$ cat src/rtl/fslm_pkg.sv
`default_nettype none
// ----------------------------------------------------------------------------
// fslm_pkg: shared types and constants of the font slot LRU mounter
// Field widths, status codes, the sequencer state type and the structs that
// pass between the controller and the slot cells.
// ----------------------------------------------------------------------------
package fslm_pkg;

   localparam int ID_W     = 6;
   localparam int NAME_W   = 24;
   localparam int SIZE_W   = 8;
   localparam int STATUS_W = 2;
   localparam int POS_W    = 4;

   localparam logic [STATUS_W-1:0] STATUS_OK      = 2'd0;
   localparam logic [STATUS_W-1:0] STATUS_BAD_ID  = 2'd1;
   localparam logic [STATUS_W-1:0] STATUS_NO_FONT = 2'd2;

   typedef enum logic [1:0] {
      ST_IDLE,
      ST_CHECK,
      ST_TOUCH
   } state_type;

   // Carried from cell to cell: has a lower slot already matched the key,
   // and has a lower slot already been found holding the oldest rank.
   typedef struct packed {
      logic hit;
      logic lru;
   } link_type;

   // Update command broadcast to every cell during the touch step.
   typedef struct packed {
      logic en;
      logic fill;
   } touch_type;

   // A name is at most three characters; bytes after the first zero are cleared.
   function automatic logic [NAME_W-1:0] clean_name(input logic [NAME_W-1:0] raw);
      logic [NAME_W-1:0] res;
      res = raw;
      if (raw[7:0] == 8'd0) begin
         res = '0;
      end else if (raw[15:8] == 8'd0) begin
         res = {16'd0, raw[7:0]};
      end
      return res;
   endfunction

endpackage
`default_nettype wire

$ cat src/rtl/fslm_cell.sv
`default_nettype none
// ----------------------------------------------------------------------------
// fslm_cell: one mount slot
// Holds the valid bit, stored name and recency rank of a slot, compares the
// key against its name and forwards the search chain to the next slot.
// ----------------------------------------------------------------------------
module fslm_cell #(
   parameter int SLOT_COUNT = 8,
   parameter int INDEX      = 0
) (
   input  wire                                 clock,
   input  wire                                 reset,
   input  wire  [fslm_pkg::NAME_W-1:0]         key,
   input  fslm_pkg::link_type                  link_in,
   output fslm_pkg::link_type                  link_out,
   output logic                                hit_first,
   output logic                                lru_first,
   output logic [$clog2(SLOT_COUNT)-1:0]       rank,
   input  fslm_pkg::touch_type                 touch,
   input  wire                                 touch_sel,
   input  wire  [$clog2(SLOT_COUNT)-1:0]       touch_rank
);
   import fslm_pkg::*;

   localparam int RANK_W = $clog2(SLOT_COUNT);

   logic              valid_ff, valid_in;
   logic [NAME_W-1:0] name_ff, name_in;
   logic [RANK_W-1:0] rank_ff, rank_in;
   logic              match;
   logic              oldest;

   assign match     = valid_ff && (name_ff == key);
   assign oldest    = (rank_ff == '0);
   assign hit_first = match && !link_in.hit;
   assign lru_first = oldest && !link_in.lru;
   assign link_out  = '{hit: link_in.hit | match, lru: link_in.lru | oldest};
   assign rank      = rank_ff;

   always_comb begin
      valid_in = valid_ff;
      name_in  = name_ff;
      rank_in  = rank_ff;
      if (touch.en) begin
         if (touch_sel) begin
            rank_in = RANK_W'(SLOT_COUNT - 1);
            if (touch.fill) begin
               valid_in = 1'b1;
               name_in  = key;
            end
         end else if (rank_ff > touch_rank) begin
            rank_in = rank_ff - RANK_W'(1);
         end
      end
   end

   always_ff @(posedge clock) begin
      if (reset) begin
         valid_ff <= 1'b0;
         rank_ff  <= RANK_W'(INDEX);
      end else begin
         valid_ff <= valid_in;
         rank_ff  <= rank_in;
      end
      name_ff <= name_in;
   end

endmodule
`default_nettype wire

$ cat src/rtl/font_slot_lru_mounter.sv
`default_nettype none
// ----------------------------------------------------------------------------
// font_slot_lru_mounter: fully associative font mount table with LRU refill
// Looks up a font name among the mount slots, refreshes its recency on a hit
// and mounts it in the least recently used slot on a miss.
// ----------------------------------------------------------------------------
// A transaction is taken when start is high while busy is low. A successful
// one passes through capture, slot search and recency update; one that fails
// the id or existence check ends after capture and the check. The result is
// presented with rsp_strobe high for exactly one cycle and must be taken
// then, as the block cannot be stalled. busy is low again in the cycle that
// carries the result, so a new transaction may start there.
// ----------------------------------------------------------------------------
module font_slot_lru_mounter #(
   parameter int SLOT_COUNT = 8,
   parameter int FONT_COUNT = 64
) (
   input  wire                               clock,
   input  wire                               reset,
   input  wire                               start,
   output logic                              busy,
   input  wire  [fslm_pkg::ID_W-1:0]         req_font_id,
   input  wire  [fslm_pkg::NAME_W-1:0]       req_font_name,
   input  wire  [fslm_pkg::SIZE_W-1:0]       req_point_size,
   output logic                              rsp_strobe,
   output logic [fslm_pkg::STATUS_W-1:0]     rsp_status,
   output logic                              rsp_do_mount,
   output logic [fslm_pkg::POS_W-1:0]        rsp_mount_position,
   output logic [fslm_pkg::SIZE_W-1:0]       rsp_size_out,
   output logic [fslm_pkg::NAME_W-1:0]       rsp_name_out
);
   import fslm_pkg::*;

   localparam int RANK_W = $clog2(SLOT_COUNT);

   state_type state_ff, state_in;

   logic [NAME_W-1:0]     key_ff;
   logic [SIZE_W-1:0]     size_ff;
   logic                  bad_id_ff;
   logic                  absent_ff;
   logic [SLOT_COUNT-1:0] sel_ff, sel_in;
   logic [RANK_W-1:0]     sel_rank_ff, sel_rank_in;
   logic                  miss_ff;

   logic                  rsp_strobe_ff, rsp_strobe_in;
   logic [STATUS_W-1:0]   rsp_status_ff, rsp_status_in;
   logic                  rsp_do_mount_ff, rsp_do_mount_in;
   logic [POS_W-1:0]      rsp_pos_ff, rsp_pos_in;
   logic [SIZE_W-1:0]     rsp_size_ff, rsp_size_in;
   logic [NAME_W-1:0]     rsp_name_ff, rsp_name_in;

   link_type              link [SLOT_COUNT+1];
   logic [SLOT_COUNT-1:0] hit_first;
   logic [SLOT_COUNT-1:0] lru_first;
   logic [RANK_W-1:0]     rank [SLOT_COUNT];
   touch_type             touch;
   logic                  accept;
   logic                  capture_sel;
   logic                  hit_any;
   logic [RANK_W-1:0]     sel_idx;

   assign accept  = start && (state_ff == ST_IDLE);
   assign link[0] = '{hit: 1'b0, lru: 1'b0};
   assign hit_any = link[SLOT_COUNT].hit;

   genvar gi;
   generate
      for (gi = 0; gi < SLOT_COUNT; gi++) begin : g_slot
         fslm_cell #(
            .SLOT_COUNT(SLOT_COUNT),
            .INDEX     (gi)
         ) u_cell (
            .clock     (clock),
            .reset     (reset),
            .key       (key_ff),
            .link_in   (link[gi]),
            .link_out  (link[gi+1]),
            .hit_first (hit_first[gi]),
            .lru_first (lru_first[gi]),
            .rank      (rank[gi]),
            .touch     (touch),
            .touch_sel (sel_ff[gi]),
            .touch_rank(sel_rank_ff)
         );
      end
   endgenerate

   // Chosen slot: lowest matching slot on a hit, the oldest slot otherwise.
   always_comb begin
      sel_in      = hit_any ? hit_first : lru_first;
      sel_rank_in = '0;
      for (int i = 0; i < SLOT_COUNT; i++) begin
         if (sel_in[i]) begin
            sel_rank_in = sel_rank_in | rank[i];
         end
      end
   end

   always_comb begin
      sel_idx = '0;
      for (int i = 0; i < SLOT_COUNT; i++) begin
         if (sel_ff[i]) begin
            sel_idx = sel_idx | RANK_W'(i);
         end
      end
   end

   // Next state.
   always_comb begin
      state_in = state_ff;
      unique case (state_ff)
         ST_IDLE:  if (start) state_in = ST_CHECK;
         ST_CHECK: state_in = (bad_id_ff || absent_ff) ? ST_IDLE : ST_TOUCH;
         ST_TOUCH: state_in = ST_IDLE;
         default:  state_in = ST_IDLE;
      endcase
   end

   // Outputs of the sequencer.
   always_comb begin
      busy            = 1'b1;
      capture_sel     = 1'b0;
      touch           = '{en: 1'b0, fill: 1'b0};
      rsp_strobe_in   = 1'b0;
      rsp_status_in   = STATUS_OK;
      rsp_do_mount_in = 1'b0;
      rsp_pos_in      = '0;
      rsp_size_in     = '0;
      rsp_name_in     = '0;
      unique case (state_ff)
         ST_IDLE: begin
            busy = 1'b0;
         end
         ST_CHECK: begin
            capture_sel = 1'b1;
            if (bad_id_ff) begin
               rsp_strobe_in = 1'b1;
               rsp_status_in = STATUS_BAD_ID;
            end else if (absent_ff) begin
               rsp_strobe_in = 1'b1;
               rsp_status_in = STATUS_NO_FONT;
            end
         end
         ST_TOUCH: begin
            touch           = '{en: 1'b1, fill: miss_ff};
            rsp_strobe_in   = 1'b1;
            rsp_status_in   = STATUS_OK;
            rsp_do_mount_in = miss_ff;
            rsp_pos_in      = miss_ff ? POS_W'(sel_idx) + POS_W'(1) : '0;
            rsp_size_in     = size_ff;
            rsp_name_in     = key_ff;
         end
         default: begin
            busy = 1'b1;
         end
      endcase
   end

   always_ff @(posedge clock) begin
      if (reset) begin
         state_ff      <= ST_IDLE;
         rsp_strobe_ff <= 1'b0;
      end else begin
         state_ff      <= state_in;
         rsp_strobe_ff <= rsp_strobe_in;
      end
      if (accept) begin
         key_ff    <= clean_name(req_font_name);
         size_ff   <= req_point_size;
         bad_id_ff <= ({3'd0, req_font_id} >= 9'(FONT_COUNT));
         absent_ff <= (req_font_name == '0) && (req_point_size == '0);
      end
      if (capture_sel) begin
         sel_ff      <= sel_in;
         sel_rank_ff <= sel_rank_in;
         miss_ff     <= !hit_any;
      end
      rsp_status_ff   <= rsp_status_in;
      rsp_do_mount_ff <= rsp_do_mount_in;
      rsp_pos_ff      <= rsp_pos_in;
      rsp_size_ff     <= rsp_size_in;
      rsp_name_ff     <= rsp_name_in;
   end

   assign rsp_strobe         = rsp_strobe_ff;
   assign rsp_status         = rsp_status_ff;
   assign rsp_do_mount       = rsp_do_mount_ff;
   assign rsp_mount_position = rsp_pos_ff;
   assign rsp_size_out       = rsp_size_ff;
   assign rsp_name_out       = rsp_name_ff;

`ifndef SYNTHESIS
   // A result always leaves the sequencer back in idle.
   a_strobe_idle: assert property (@(posedge clock) disable iff (reset)
      rsp_strobe |-> !busy)
      else $error("result strobe while busy");

   // The touch step updates exactly one slot.
   a_sel_onehot: assert property (@(posedge clock) disable iff (reset)
      (state_ff == ST_TOUCH) |-> $onehot(sel_ff))
      else $error("touched slot is not unique");

   // A failed transaction never reports a mount.
   a_fail_no_mount: assert property (@(posedge clock) disable iff (reset)
      (rsp_strobe && (rsp_status != STATUS_OK)) |->
         (!rsp_do_mount && (rsp_mount_position == '0)))
      else $error("mount reported on failure");

   // A mount always names a slot.
   a_mount_pos: assert property (@(posedge clock) disable iff (reset)
      (rsp_strobe && rsp_do_mount) |-> (rsp_mount_position != '0))
      else $error("mount without a position");
`endif

endmodule
`default_nettype wire
$ cat config.mk
export PLATFORM = sky130hd
export DESIGN_NAME = font_slot_lru_mounter
export DESIGN_NICKNAME = d
export VERILOG_FILES = /design/src/rtl/fslm_pkg.sv /design/src/rtl/fslm_cell.sv /design/src/rtl/font_slot_lru_mounter.sv
export SDC_FILE = /design/constraint.sdc
export NUM_CORES = 1
export LEC_CHECK = 0
export BUFFER_PORTS_ARGS = -buffer_cell sky130_fd_sc_hd__buf_2
export CAP_MARGIN = 40
export CORE_MARGIN = 2
export CORE_UTILIZATION = 55
export CTS_CLUSTER_DIAMETER = 40
export DETAILED_ROUTE_END_ITERATION = 16
export MAX_ROUTING_LAYER = met4
export PLACE_DENSITY = 0.79
export SYNTH_ARGS = -nofsm -noshare
export SYNTH_HDL_FRONTEND = slang
export SYNTH_SLANG_ARGS = --single-unit
export TNS_END_PERCENT = 100
$ cat constraint.sdc
create_clock -name clock -period 4.2 [get_ports clock]
set_clock_uncertainty 0.1 [all_clocks]
set_input_delay 0.42 -clock clock [delete_from_list [all_inputs] [get_ports clock]]
set_output_delay 0.42 -clock clock [all_outputs]
set_load 0.02 [all_outputs]
==> run_results.csv <==
group,metric,value,unit
status,status,"complete, no violations",
cells_and_area,antennaDiodeCount,0,
yosys,yosys_register_bits,310,
sta,post-route-min-period,3610,ps
power,fin_total_pwr,7.65,mW
routing,ant_nets,0,
yosys,synth_area_per_cell,13.3,sq um
routing,via_count,8842,
floorplan,coreArea,0.0249,sq mm
yosys,synth_area_leaders,"edfxtp_1 52%, dfxtp_1 11%, xnor2_1 7.3%",
clock_tree,cts_tree,"done",
place,dpl.hpwl,20000,um
setup_path,crit_type,"flip-flop to flip-flop",
floorplan,io_pins,82,
yosys,synth-seq-area-share,62.1,%
setup_path,worstPathMaxFanout,12,
routing,drt-total-wl,31000,um
clock_tree,ctsHoldBuffers,16,
place,routabilityCongestion,0.914,
clock_tree,path_clk_slew,60,ps
yosys,yosys_most_used_dff,"edfxtp_1",
clock_tree,ctsResizeCount,0,
sta,grt_setup_unrepaired,"false",
routing,dr.pass1.iters,5,
global_routing,grt_overflow_total,0,
flow_run,cap_violations,0,
routing,drc,0,
clock_tree,cts_setup_buffers,0,
routing,dr.first_iter.drc_count,779,
floorplan,start_util,55.5,%
sta,drv_slew,0,
sta,setup_ws,591,ps
clock_tree,cts-buffers-inserted,40,
global_routing,grt_pass1_vias,8829,
clock_tree,worstSkewPairLatency,520,ps
cells_and_area,syn2layout_area_growth,16.9,%
place,dp.cells,1438,
place,place_area,0.0147,sq mm
sta,fin_setup_tns,0,ps
yosys,synth_edf_count,237,
floorplan,rows,58,
min_path,hold_class,"primary input to flip-flop",
sta,timing.final.crit_share,85.9,%
place,place_ws,671,ps
setup_path,crit_path_end_kind,"flip-flop",
yosys,synth_top_cell_by_area,"edfxtp_1",
cells_and_area,final_common_cell,"edfxtp_1",
floorplan,dieArea,0.0264,sq mm
global_routing,grt_max_degree,35,
sta,max_freq,277,MHz
sta,hold_slack,93.6,ps
yosys,yosys_warnings,0,
global_routing,grt_first_pass_wirelength,47900,um
yosys,synth_async_sr_flop_share,0,%
cells_and_area,final_area,0.0162,sq mm
power,vdd_drop_max,0.356,mV
place,portBuffers,74,
sta,setup_viol,0,
sta,hold_viol_final,0,
cells_and_area,fin_util,64.9,%
yosys,syn_area,0.0138,sq mm
cells_and_area,finalNetCount,1252,
power,p_leak,5.98,nW
cells_and_area,layout_common_cells,"237 x edfxtp_1, 115 x xnor2_1, 75 x xor2_1",
setup_path,worstPathArrival,3770,ps
clock_tree,clockRootBuffer,"clkbuf_16",
yosys,ys_types,64,
clock_tree,h-tree-depth,2,
cells_and_area,layout-drive-gt1-share,15.9,%
clock_tree,cts.path.max_buffers,3,
floorplan,die_h,162,um
cells_and_area,stdcell_count,1528,
routing,routedWlPerCell,20.3,um
setup_path,crit_required,4360,ps
clock_tree,cts.sinks,310,
setup_path,start_kind,"flip-flop",
global_routing,grt_usage,24.5,%
sta,worst_pin_slew,906,ps
yosys,syn-num-nets,1127,
global_routing,grt_antenna_before_repair,0,
yosys,synth_top_area_share,51.5,%
routing,vias_per_cell,5.79,
sta,slew_headroom,39.0,%
power,powerDensity,473,mW/mm^2
yosys,synthCells,1041,
floorplan,die-width,162,um
## cell usage after synthesis (4+ instances only)
| cell type | instances |
|---|---|
| a211oi_1 | 8 |
| a21o_1 | 10 |
| a21oi_1 | 17 |
| a22o_1 | 4 |
| a311oi_1 | 4 |
| a31oi_1 | 5 |
| and2_1 | 45 |
| and3_1 | 25 |
| buf_2 | 7 |
| buf_6 | 15 |
| clkbuf_1 | 19 |
| dfxtp_1 | 73 |
| edfxtp_1 | 237 |
| ha_1 | 45 |
| inv_1 | 36 |
| nand2_1 | 40 |
| nand3_1 | 20 |
| nand4_1 | 44 |
| nor2_1 | 47 |
| nor2b_1 | 11 |
| nor3_1 | 20 |
| nor4_1 | 35 |
| o21a_1 | 5 |
| o21ai_0 | 16 |
| or4_1 | 5 |
| xnor2_1 | 115 |
| xnor2_2 | 5 |
| xor2_1 | 75 |
## power breakdown
| group | total [mW] | switching [mW] | internal [mW] |
|---|---|---|---|
| logic | 0.741 | 0.463 | 0.279 |
| clock network | 3.37 | 1.27 | 2.10 |
| registers | 3.54 | 0.0889 | 3.45 |
## layout make-up
type	count	area [sq um]
fillers	1714	8740
flip-flops and latches	310	8580
multi-input cells	650	4800
clock buffers	53	1130
repair buffers	128	881
well taps	330	413
clock inverters	21	210
inverters	36	135
## state kept, by name (all words and copies together), names as in the netlist
name	count
g_slot.u_cell.name_ff	192
g_slot.u_cell.rank	24
key_ff	24
rsp_name_out	24
g_slot.u_cell.valid_ff	8
rsp_size_out	8
sel_ff	8
size_ff	8
rsp_mount_position	4
sel_rank_ff	3
state_ff	2
absent_ff	1
miss_ff	1
rsp_do_mount	1
rsp_status	1
rsp_strobe	1
## final timing paths
| path | from | cells after the start | slack, ps | end |
|---|---|---|---|---|
| setup / recovery | key_ff[18]$_SDFFCE_PP0P_ | 9 | 590 | sel_rank_ff[1]$_DFFE_PP_ |
| hold / removal | req_font_name[10] | 2 | 90 | key_ff[10]$_SDFFCE_PP0P_ |
| setup reg to reg | key_ff[18]$_SDFFCE_PP0P_ | 9 | 590 | sel_rank_ff[1]$_DFFE_PP_ |
| hold reg to reg | size_ff[3]$_DFFE_PP_ | 1 | 340 | rsp_size_out[3]$_SDFF_PN0_ |
## metal layers
layer	global-route usage [%]	share of wire, %	up-vias
met5	-	0	-
met4	8.61	2.9	0
met3	4.43	7.8	66
met2	40.1	49	420
met1	31.0	41	4300
li1	-	-	4056
## worst max-delay path, cell delays in order, from the launching register on
cell and delay (ps):
edfxtp_1 550, buf_4 280, xnor2_1 270, nand4_1 120, nor4_1 810, and4_1 380, nor2_1 70, a221o_1 350
a221oi_1 280, nand3_1 120
## cells by family after synthesis
| logic type | count (synthesis) | share of synthesized area, % |
|---|---|---|
| multiplexers | 3 | 0.217 |
| AO/OA/AOI/OAI | 88 | 4.49 |
| flip-flops | 310 | 62.1 |
| XOR/XNOR | 196 | 12.8 |
| AND/OR/NAND/NOR | 317 | 13.1 |
| adder cells (fa/ha/maj) | 45 | 4.08 |
| buffers and inverters | 81 | 3.16 |
| other | 1 | 0.0271 |
(Power assumes the default switching activity.)
